[config.mk]
export PLATFORM = sky130hd
export DESIGN_NAME = fp_divide_assist_unit
export DESIGN_NICKNAME = d
export VERILOG_FILES = /design/src/rtl/fpda_pkg.sv /design/src/rtl/fpda_operand.sv /design/src/rtl/fpda_core.sv /design/src/rtl/fp_divide_assist_unit.sv
export SDC_FILE = /design/constraint.sdc
export NUM_CORES = 1
export LEC_CHECK = 0
export ABC_AREA = 1
export BUFFER_PORTS_ARGS = -buffer_cell sky130_fd_sc_hd__buf_2
export CORE_ASPECT_RATIO = 0.75
export CORE_MARGIN = 3
export CORE_UTILIZATION = 45
export DETAILED_ROUTE_END_ITERATION = 6
export GPL_ROUTABILITY_DRIVEN = 0
export PLACE_DENSITY = 0.62
export SLEW_MARGIN = 20
export SYNTH_ARGS = -nofsm -noshare
export SYNTH_HDL_FRONTEND = slang
export SYNTH_SLANG_ARGS = --single-unit
export TNS_END_PERCENT = 50
[constraint.sdc]
create_clock -name clk -period 6.9 [get_ports clk]
set_clock_uncertainty 0.2 [all_clocks]
set_input_delay 1.035 -clock clk [delete_from_list [all_inputs] [get_ports clk]]
set_output_delay 1.035 -clock clk [all_outputs]
set_load 0.1 [all_outputs]
[src/rtl/fpda_pkg.sv]
`default_nettype none
package fpda_pkg;

	localparam int unsigned OP_W   = 2;
	localparam int unsigned WORD_W = 32;
	localparam int unsigned CODE_W = 10;

	localparam logic [OP_W-1:0] OP_SEED  = 2'd0;
	localparam logic [OP_W-1:0] OP_NNORM = 2'd1;
	localparam logic [OP_W-1:0] OP_ADJ   = 2'd2;

	localparam logic [WORD_W-1:0] ONE_BITS  = 32'h3f80_0000;
	localparam logic [7:0]        EXP_ODD   = 8'd127;
	localparam logic [7:0]        EXP_EVEN  = 8'd128;
	localparam logic [7:0]        EXP_BIAS  = 8'd127;
	localparam logic [7:0]        SEED_EXP  = 8'h7d;
	localparam logic [8:0]        SPEC_BASE = 9'h180;

	// Per-operand classification, normalized value and exponent code.
	typedef struct packed {
		logic                is_inf;
		logic                is_nan;
		logic                is_zero;
		logic [WORD_W-1:0]   norm;
		logic [CODE_W-1:0]   code;
	} opnd_t;

	localparam logic [7:0] SEED_ROM [128] = '{
		8'd255, 8'd253, 8'd251, 8'd249, 8'd247, 8'd245, 8'd244, 8'd242,
		8'd240, 8'd238, 8'd237, 8'd235, 8'd233, 8'd232, 8'd230, 8'd228,
		8'd227, 8'd225, 8'd224, 8'd222, 8'd221, 8'd219, 8'd218, 8'd216,
		8'd215, 8'd213, 8'd212, 8'd211, 8'd209, 8'd208, 8'd207, 8'd205,
		8'd204, 8'd203, 8'd202, 8'd200, 8'd199, 8'd198, 8'd197, 8'd196,
		8'd194, 8'd193, 8'd192, 8'd191, 8'd190, 8'd189, 8'd188, 8'd187,
		8'd186, 8'd185, 8'd184, 8'd183, 8'd182, 8'd181, 8'd180, 8'd179,
		8'd178, 8'd177, 8'd176, 8'd175, 8'd174, 8'd173, 8'd172, 8'd171,
		8'd170, 8'd169, 8'd168, 8'd168, 8'd167, 8'd166, 8'd165, 8'd164,
		8'd163, 8'd163, 8'd162, 8'd161, 8'd160, 8'd159, 8'd159, 8'd158,
		8'd157, 8'd156, 8'd156, 8'd155, 8'd154, 8'd153, 8'd153, 8'd152,
		8'd151, 8'd151, 8'd150, 8'd149, 8'd149, 8'd148, 8'd147, 8'd147,
		8'd146, 8'd145, 8'd145, 8'd144, 8'd143, 8'd143, 8'd142, 8'd142,
		8'd141, 8'd140, 8'd140, 8'd139, 8'd139, 8'd138, 8'd137, 8'd137,
		8'd136, 8'd136, 8'd135, 8'd135, 8'd134, 8'd133, 8'd133, 8'd132,
		8'd132, 8'd131, 8'd131, 8'd130, 8'd130, 8'd129, 8'd129, 8'd129
	};

endpackage
`default_nettype wire

[src/rtl/fpda_operand.sv]
`default_nettype none
module fpda_operand (
	input  wire logic [fpda_pkg::WORD_W-1:0] x,
	output fpda_pkg::opnd_t                  info
);

	logic [7:0]  exp_f;
	logic [22:0] mant;
	logic        denorm;
	logic [4:0]  lz;
	logic [22:0] mant_sh;
	logic        parity;
	logic [9:0]  diff;

	assign exp_f  = x[30:23];
	assign mant   = x[22:0];
	assign denorm = (exp_f == 8'd0);

	// Leading zeros of the 23-bit mantissa; the highest set bit wins.
	always_comb begin
		lz = 5'd0;
		for (int i = 0; i < 23; i++) begin
			if (mant[i]) begin
				lz = 5'(22 - i);
			end
		end
	end

	// The leading one of a denormal is shifted out and dropped.
	assign mant_sh = mant << (lz + 5'd1);
	assign parity  = denorm ? lz[0] : exp_f[0];

	assign diff = denorm ? (10'd0 - {5'd0, lz} - {2'd0, fpda_pkg::EXP_BIAS})
	                     : ({2'd0, exp_f} - {2'd0, fpda_pkg::EXP_BIAS});

	always_comb begin
		info.is_inf  = (exp_f == 8'hff) && (mant == 23'd0);
		info.is_nan  = (exp_f == 8'hff) && (mant != 23'd0);
		info.is_zero = (x[30:0] == 31'd0);
		info.code    = {diff[9:1], 1'b0};
		if (info.is_inf || info.is_zero) begin
			info.norm = {x[31], fpda_pkg::ONE_BITS[30:0]};
		end else if (info.is_nan) begin
			info.norm = x;
		end else begin
			info.norm = {x[31], parity ? fpda_pkg::EXP_ODD : fpda_pkg::EXP_EVEN,
			             denorm ? mant_sh : mant};
		end
	end

endmodule
`default_nettype wire

[src/rtl/fpda_core.sv]
`default_nettype none
module fpda_core (
	input  wire logic [fpda_pkg::OP_W-1:0]   op,
	input  wire logic [fpda_pkg::WORD_W-1:0] a_bits,
	input  wire logic [fpda_pkg::WORD_W-1:0] b_bits,
	output logic      [fpda_pkg::WORD_W-1:0] result_bits
);

	fpda_pkg::opnd_t a_info;
	fpda_pkg::opnd_t b_info;

	logic [31:0] n;
	logic [31:0] seed_word;
	logic [31:0] adj_word;
	logic [7:0]  rom_val;
	logic        a_spec;
	logic        b_spec;
	logic        inf_f;
	logic        nan_f;
	logic        neg_f;
	logic [9:0]  r;
	logic [7:0]  hi;
	logic [7:0]  lo;

	fpda_operand u_opnd_a (.x(a_bits), .info(a_info));
	fpda_operand u_opnd_b (.x(b_bits), .info(b_info));

	assign n       = a_info.norm;
	assign rom_val = fpda_pkg::SEED_ROM[n[22:16]];

	// The seed exponent steps up by one when the normalized exponent is odd.
	assign seed_word = {n[31], fpda_pkg::SEED_EXP + {7'd0, n[23]}, rom_val[6:0], 16'd0};

	assign a_spec = a_info.is_inf || a_info.is_nan || a_info.is_zero;
	assign b_spec = b_info.is_inf || b_info.is_nan || b_info.is_zero;
	assign inf_f  = (a_info.is_inf && !(b_info.is_inf || b_info.is_nan)) ||
	                (!a_spec && b_info.is_zero);
	assign nan_f  = a_info.is_nan || b_info.is_nan ||
	                (a_info.is_zero && b_info.is_zero) ||
	                (a_info.is_inf && b_info.is_inf);
	assign neg_f  = a_bits[31] ^ b_bits[31];

	assign r  = (a_spec || b_spec)
	          ? {1'b0, fpda_pkg::SPEC_BASE | {6'd0, nan_f, inf_f, neg_f}}
	          : (a_info.code - b_info.code);
	assign hi = {r[9:5], 3'd0} + fpda_pkg::EXP_BIAS;
	assign lo = {r[4:0], 3'd0} + fpda_pkg::EXP_BIAS;
	assign adj_word = {1'b0, lo, 1'b0, hi, 14'd0};

	always_comb begin
		case (op)
			fpda_pkg::OP_SEED:  result_bits = seed_word;
			fpda_pkg::OP_NNORM: result_bits = n ^ 32'h8000_0000;
			fpda_pkg::OP_ADJ:   result_bits = adj_word;
			default:            result_bits = 32'd0;
		endcase
	end

endmodule
`default_nettype wire

[src/rtl/fp_divide_assist_unit.sv]
`default_nettype none
// Division-assist unit for binary32 operands. A word is taken at every clock edge where
// start is high; busy is never raised, so one word can be issued every cycle. The result
// appears on result_bits with done high for exactly one cycle, starting at the clock edge after
// the word was taken: the word sits in the input register while the operand classifiers,
// the seed table and the exponent subtract settle, and the result register catches the
// outcome at that edge. The receiver cannot stall the unit, so a result must be captured
// in the cycle done is high.
module fp_divide_assist_unit (
	input  wire logic                          clk,
	input  wire logic                          arst_n,
	input  wire logic                          start,
	output logic                               busy,
	input  wire logic [fpda_pkg::OP_W-1:0]     op,
	input  wire logic [fpda_pkg::WORD_W-1:0]   a_bits,
	input  wire logic [fpda_pkg::WORD_W-1:0]   b_bits,
	output logic                               done,
	output logic      [fpda_pkg::WORD_W-1:0]   result_bits
);

	logic                          valid_s1;
	logic [fpda_pkg::OP_W-1:0]     op_s1;
	logic [fpda_pkg::WORD_W-1:0]   a_s1;
	logic [fpda_pkg::WORD_W-1:0]   b_s1;
	logic [fpda_pkg::WORD_W-1:0]   res_c;
	logic                          done_s2;
	logic [fpda_pkg::WORD_W-1:0]   result_s2;

	assign busy = 1'b0;

	always_ff @(posedge clk or negedge arst_n) begin
		if (!arst_n) begin
			valid_s1 <= 1'b0;
			done_s2  <= 1'b0;
		end else begin
			valid_s1 <= start && !busy;
			done_s2  <= valid_s1;
		end
	end

	always_ff @(posedge clk) begin
		if (start && !busy) begin
			op_s1 <= op;
			a_s1  <= a_bits;
			b_s1  <= b_bits;
		end
		if (valid_s1) begin
			result_s2 <= res_c;
		end
	end

	fpda_core u_core (
		.op          (op_s1),
		.a_bits      (a_s1),
		.b_bits      (b_s1),
		.result_bits (res_c)
	);

	assign done        = done_s2;
	assign result_bits = result_s2;

	a_start_done: assert property (@(posedge clk) disable iff (!arst_n)
		start |=> ##1 done)
		else $error("accepted word did not produce a result two cycles later");

	a_done_origin: assert property (@(posedge clk) disable iff (!arst_n)
		done |-> $past(valid_s1))
		else $error("result strobe without a word in the input register");

	a_unused_zero: assert property (@(posedge clk) disable iff (!arst_n)
		valid_s1 && (op_s1 != fpda_pkg::OP_SEED) && (op_s1 != fpda_pkg::OP_NNORM) &&
		(op_s1 != fpda_pkg::OP_ADJ) |=> result_bits == 32'd0)
		else $error("unused operation gave a nonzero result");

	a_adj_fields: assert property (@(posedge clk) disable iff (!arst_n)
		valid_s1 && (op_s1 == fpda_pkg::OP_ADJ) |=>
		(result_bits[31] == 1'b0) && (result_bits[22] == 1'b0) &&
		(result_bits[13:0] == 14'd0))
		else $error("exponent adjust result has bits outside its fields");

	a_seed_low: assert property (@(posedge clk) disable iff (!arst_n)
		valid_s1 && (op_s1 == fpda_pkg::OP_SEED) |=> result_bits[15:0] == 16'd0)
		else $error("reciprocal seed has nonzero low mantissa bits");

endmodule
`default_nettype wire

==> impl_results.md, run 1 <==
* Port Buf Inserts at 101
* Clock transition at the registers of the reported paths at approximately 0.08 ns
* Via count at around 7.4k
* Arrival time worst endpoint at 5.51 ns
* Seq cells post-synth at 100
* Synth Net Count at 1147
* Resized Gates After CTS at 0
* Max-Cap Viols at 0
* Leak pwr at 4.05 nW
* Number of enable flip-flop cells after synthesis at 98
* FFs w/ async S/R, synth at 2.00%
* Crit path time final at 5.60 ns
* Synthesized area per cell at about 7.3 sq um
* Clk_lat worst skew at approximately 0.36 ns
* First-pass GRT wire length at around 34000 um
* Pwr/cell area at 239 nW/um^2
* Net count, final at ~1.2k
* Placed instance area at around 8300 sq um
* CTS Hold Bufs at 0
* Worst Hold Class: primary input to asynchronous set/reset pin
* Reg2reg path depth at 50
* Yosys warns at 0
* Drt pass-1 iters at 6
* Main flop type after synthesis: edfxtp_1
* Final WL at between 20000 and 25000 um
* RSZ-0062 raised after global routing: false
* Die Height at 119 um
* CTS Sinks at 100
* Routed wire per std cell at around 15 um
* Area used by multi-input combinational logic at roughly 4000 sq um
* Fin. Hold Viols at 0
* CTS buffer count at 9
* Antenna-violating nets left at 0
* Starting density of the core at between 40% and 50%
* Run status: completed
* Clk buf depth at 2
* # diodes at 0
* Initial antenna violation count at 0
* CTS tree: done
* Startpoint types: flop
* CP dominant cell by count: nand2_1
* Register area share after synthesis at around two fifths
* Relative slew slack at slightly above 50%
* Max-slew violations at 0
* Die ar. at ~19000 sq um
* Endpoint type of the worst setup path: flop
* Worst slew pin tran at between 0.7 and 0.8 ns
* HPWL Detailed at 15900 um
* Filler Cells Inserted at approximately 1.6k
* Cell Rows at 40
* Worst IR Drop VDD at roughly 180 uV
* Root buf cell: clkbuf_16
* Final Setup Violations at 0
* Sequential cell area at between 2000 and 3000 sq um
* Die X-Extent at between 150 and 200 um
* Layout cell share with drive strength beyond 1 at between 10 and 15%
* Number of vias per cell at approximately 5.5
* CP max-delay cell: edfxtp_1
* Synth unique cells at between 40 and 50
* Post-CTS Setup Inserts at 0
* Synth-to-Final Area Change at 12.7%
* DRC errors left at 0
* WP data required at approximately 6.8 ns
* Post-Synthesis Cells at around 1.0k
* Worst-path maximum fanout at 31
* Starting DRC count in detailed routing at between 800 and 900
* Core area at roughly 16000 sq um
* I/O Pins at slightly above 100
* GRT Total Usage at between 20% and 30%
* Setup TNS at 0 ns
* Worst setup path class: flop to flop
* Period utilisation layout at about four fifths
* Slowest stage delay, CP at roughly 0.43 ns
* FMAX at 179 MHz
* # H-tree levels at 3
* Pin count of the biggest net entering global routing at between 60 and 70
* Vias in the first global route at 6817
* Total grt overflow at 0
* Post-synthesis cell area at ~7600 sq um
* Fin area at 8610 sq um
-- where the power goes --
| group | switching, W | internal [W] | leakage [nW] |
|---|---|---|---|
| Sequential | 0.0000380 | 0.000733 | 0.978 |
| Combinational | 0.000541 | 0.000203 | 2.91 |
| Clock | 0.000253 | 0.000295 | 0.160 |
| Total | 0.000831 | 0.00123 | 4.05 |
-- cell type report --
| class | instances | area share, % |
|---|---|---|
| clock buffer | 9 | 2.61 |
| clock inverter | 7 | 1.19 |
| inverter | 133 | 5.80 |
| multi-input combinational | 784 | 45.8 |
| sequential | 100 | 34.7 |
| tap | 210 | 3.05 |
| timing repair buffer | 112 | 6.83 |
-- placed cells by master (no fill, tap or decap), drive strengths merged, types with 2 or more instances in the layout --
cell    instances
a22oi           4
xor2            7
nor3           21
o22ai          12
edfxtp         98
inv           135
xnor2           3
a32oi           3
a31oi           5
a21oi          48
o21bai          5
nand3         148
o221ai          2
buf           112
nor4            6
o31ai           4
a211oi          4
dfrtp           2
or2             5
clkbuf          9
nand2         294
nor2          113
nand4           8
clkinv          4
o211ai         10
o21ai          45
ha             28
-- worst paths after layout --
kind                           from  slack (ns)               to
min                          arst_n        0.24         valid_s1
max reg2reg                 a_s1[2]        1.30  result_bits[21]
max                         a_s1[2]        1.30  result_bits[21]
max in group asynchronous    arst_n        6.17             done
min reg2reg                valid_s1        0.26             done
min in group clk           valid_s1        0.26             done
-- Yosys cell counts (4+ instances only) --
library cell,count,area [sq um]
nand2_1,279,1050
nand3_1,148,741
inv_1,128,480
nor2_1,106,398
edfxtp_1,98,2940
a21oi_1,43,215
o21ai_0,40,200
ha_1,28,350
nor3_1,21,105
nand2_2,12,75.1
o22ai_1,12,75.1
o211ai_1,10,75.1
clkbuf_1,9,33.8
nand4_1,8,50.1
buf_2,7,35.0
buf_4,7,52.6
buf_6,7,78.8
xor2_1,7,61.3
nor4_1,6,37.5
a21oi_2,5,43.8
a31oi_1,5,31.3
a211oi_1,4,30.0
a22oi_1,4,30.0
inv_2,4,15.0
nor2_2,4,25.0
o21ai_1,4,20.0
o21bai_1,4,30.0
o31ai_1,4,30.0
or2_2,4,25.0
-- cell families (layout without fill, tap and decap cells) --
kind of cell	Yosys count	after routing	synth area share (%)
and+or+nand+nor	598	598	34.0
buffers and inverters	165	261	9.25
AOI/OAI and AO/OA	146	146	11.6
DFF	100	100	39.2
adders and majority gates	29	29	4.85
xor gates and xnor gates	10	10	1.15
other	1	1	0.0491
-- per-stage QoR --
stage / std cells / worst slack (ns) / util [%] / total power (W) / hold WS, ns
6_report: 1355 / 1.30 / 52.8 / 0.00206 / 0.242
2_1_floorplan: 1049 / 1.77 / - / 0.00136 / 0.378
3_3_place_gp: 1339 / 1.50 / 50.8 / 0.00152 / 0.259
3_5_place_dp: 1339 / 1.46 / 50.8 / 0.00152 / 0.256
5_1_grt: 1355 / 0.567 / 52.8 / 0.00219 / 0.224
4_1_cts: 1355 / 1.38 / 52.8 / 0.00207 / 0.229
-- sequential cells by signal, indices dropped and copies added, names as in the netlist --
name,flops
a_s1,32
done,1
valid_s1,1
op_s1,2
b_s1,32
result_bits,32
-- routing by layer --
| metal | share of wire (%) | GRT usage (%) |
|---|---|---|
| met4 | 2.2 | 7.00 |
| met3 | 7.7 | 4.10 |
| met5 | 0 | 0 |
| met2 | 42 | 33.0 |
| met1 | 48 | 34.0 |
-- worst max-delay path: cells and delay by family (launching register included) --
kind / cells / cell delay, ns
simple gates: 35 / 2.79
xor+xnor: 2 / 0.33
flops: 1 / 0.43
buf+inv: 6 / 0.51
compound gates: 5 / 0.58
fa+ha+maj: 2 / 0.51
(Power assumes the default switching activity.)
==> run 2, diff against run 1 <==
--- a/config.mk
+++ b/config.mk
@@ -12,7 +12,7 @@
 export CORE_UTILIZATION = 45
 export DETAILED_ROUTE_END_ITERATION = 6
 export GPL_ROUTABILITY_DRIVEN = 0
-export PLACE_DENSITY = 0.62
+export PLACE_DENSITY = 0.64
 export SLEW_MARGIN = 20
 export SYNTH_ARGS = -nofsm -noshare
 export SYNTH_HDL_FRONTEND = slang
==> constraint.sdc (replaced) <==
create_clock -name clk -period 4.8 [get_ports clk]
set_clock_uncertainty 0.2 [all_clocks]
set_input_delay 0.72 -clock clk [delete_from_list [all_inputs] [get_ports clk]]
set_output_delay 0.72 -clock clk [all_outputs]
set_load 0.1 [all_outputs]
==> run 2 against run 1 <==
  * The run now ends with setup timing left
  * Flip-flop and latch count unchanged
  * Critical path type unchanged
  * Critical path depth decreased by 11
  * Final cell count increased by 5.2%
  * Cell area increased by 9.2%
  * Wire length increased by 8.0%
  * Utilization increased by 4.9 points
  * Count of clock-buffer cells in the layout increased by 3
  * Register-to-register slack got worse by 1.5 ns
  * First-iteration DRC count increased by 31%
  * Via count increased by 4.7%
  * Global-route usage increased by 1.4 points
  * Setup slack got worse by 1.5 ns
==> impl_results.md, run 2 (synthesized netlist as in run 1, its figures left out) <==
* Pin count of the biggest net entering global routing at 38
* Final Setup Violations at 4
* Clk buf depth at 2
* HPWL Detailed at roughly 17000 um
* Fin. Hold Viols at 0
* # H-tree levels at 3
* Hold Startpoint: b_bits[24]
* Arrival time worst endpoint at 4.89 ns
* Max-slew violations at 0
* FMAX at roughly 200 MHz
* Failing checks: setup timing
* RSZ-0062 raised after global routing: true
* CP max-delay cell: edfxtp_1
* Most frequent cells in the layout: 271 x nand2_1, 145 x nand3_1, 116 x inv_1
* DRC errors left at 0
* Slowest stage delay, CP at 0.39 ns
* Met2 usage at roughly 35%
* CTS tree: done
* GRT Max-Usage Layer: met1
* WP data required at approximately 4.7 ns
* Relative slew slack at approximately two fifths
* Met3 GRT Util at under 10%
* Post-Route Utilization at 57.7%
* GRT Total Usage at between 20% and 30%
* Leak pwr at between 4 and 5 nW
* # diodes at 0
* Placed instance area at slightly below 9000 sq um
* Starting DRC count in detailed routing at about 1.1k
* Endpoint type of the worst setup path: flop
* Core area at 16300 sq um
* Period utilisation layout at 104%
* Max-Cap Viols at 0
* CTS Sinks at 100
* Run status: complete, but fails checks
* Net count, final at roughly 1.3k
* CP dominant cell by count: nor2_1
* Worst slew pin tran at 0.924 ns
* Die X-Extent at around 160 um
* Worst-path maximum fanout at 2
* Final Power at about 0.0031 W
* Synth-to-Final Area Change at 23.1%
* Die Height at around 120 um
* Final WL at between 20000 and 25000 um
* Port Buf Inserts at between 100 and 150
* Drt pass-1 iters at 6
* Clk_lat worst skew at 0.36 ns
* Worst setup path class: flop to flop
* First-pass GRT wire length at about 36000 um
* Reg-to-reg startpoint: b_s1[2]
* Setup crit start: b_s1[2]
* Root buf cell: clkbuf_16
* CTS buffer count at 9
* Initial antenna violation count at 0
* Worst IR Drop VDD at between 150 and 200 uV
* Post-route setup slack at -0.184 ns
* Antenna-violating nets left at 0
* Delay-heaviest family, CP: simple AND/OR/NAND/NOR gates
* I/O Pins at around 100
* Setup TNS at -0.398 ns
* Vias in the first global route at about 7.4k
* Worst Hold Class: primary input to flop
* Die ar. at 18600 sq um
* Startpoint types: flop
* Crit path time final at 4.98 ns
* Pwr/cell area at approximately 330 nW/um^2
* Starting density of the core at between 40% and 50%
* Fin area at roughly 9400 sq um
* Layout cell share with drive strength beyond 1 at between 20% and 30%
* Number of vias per cell at 5.43
* Cell Rows at 40
* Worst Path Buf+Inv at 4
* Routed wire per std cell at about 16 um
* Clock transition at the registers of the reported paths at around 0.070 ns
* Via count at a little under 8k
* Leading cell type in the layout, fill and taps excluded: nand2_1
* Total grt overflow at 0
* Met1 usage in global routing at between 30% and 40%
[run 2: cell types whose count changed in the layout (fill, tap and decap cells not counted), moves of 4 or more]
cell,previous run,this run
nor2_4,3,7
nand2_2,12,17
nand2_1,279,271
nor2_1,106,94
buf_4,11,76
a21oi_1,43,38
o21ai_0,40,34
nor2_2,4,12
inv_2,4,11
ha_1,28,23
inv_1,128,116
a21oi_2,5,10
o21ai_1,4,8
[run 2: report_power, final]
part / switching, W / internal [W]
clock network: 0.000322 / 0.000425
registers: 0.0000497 / 0.00105
logic: 0.000848 / 0.000403
[run 2: final cells by class]
type,instances,area (sq um)
Clock buffer,12,246
Clock inverter,4,56.3
Fill cell,1559,6910
Tap cell,210,263
Sequential cell,100,2990
Inverter,133,515
Timing Repair Buffer,182,1150
Multi-Input combinational cell,784,4190
[run 2: path summary, 6_finish.rpt]
path / cells past startpoint / slack (ns) / to
worst max-delay path: 39 / -0.18 / result_bits[21]
worst min-delay path: 1 / 0.33 / b_s1[24]
worst max register to register: 39 / -0.18 / result_bits[21]
worst min register to register: 0 / 0.37 / done
max in group asynchronous: 2 / 3.84 / valid_s1
min in group asynchronous: 2 / 0.47 / done
[run 2: metrics by stage]
step	hold WS (ns)	instances	setup WS, ns
floorplan	0.224	1049	-0.00609
global placement	0.306	1393	-0.170
detailed placement	0.306	1393	-0.328
CTS	0.322	1415	-0.0865
global route	0.317	1425	-0.535
finish	0.333	1425	-0.184
[run 2: what timing repair did]
item	4_1_cts	5_1_grt
buffers inserted	5	9
hold endpoints to repair	2	0
gates resized for setup	12	57
cloned	0	1
pin swaps	28	40
hold buffers	1	0
setup endpoints to repair	5	9
[run 2: per-layer routing]
metal | share of wire (%) | vias to the layer above | wire length (um)
met2 | 43 | 360 | 9520
met3 | 8.2 | 46 | 1810
met1 | 47 | 3488 | 10400
met4 | 2.0 | 0 | 448
met5 | 0 | - | 0
li1 | - | 3838 | -
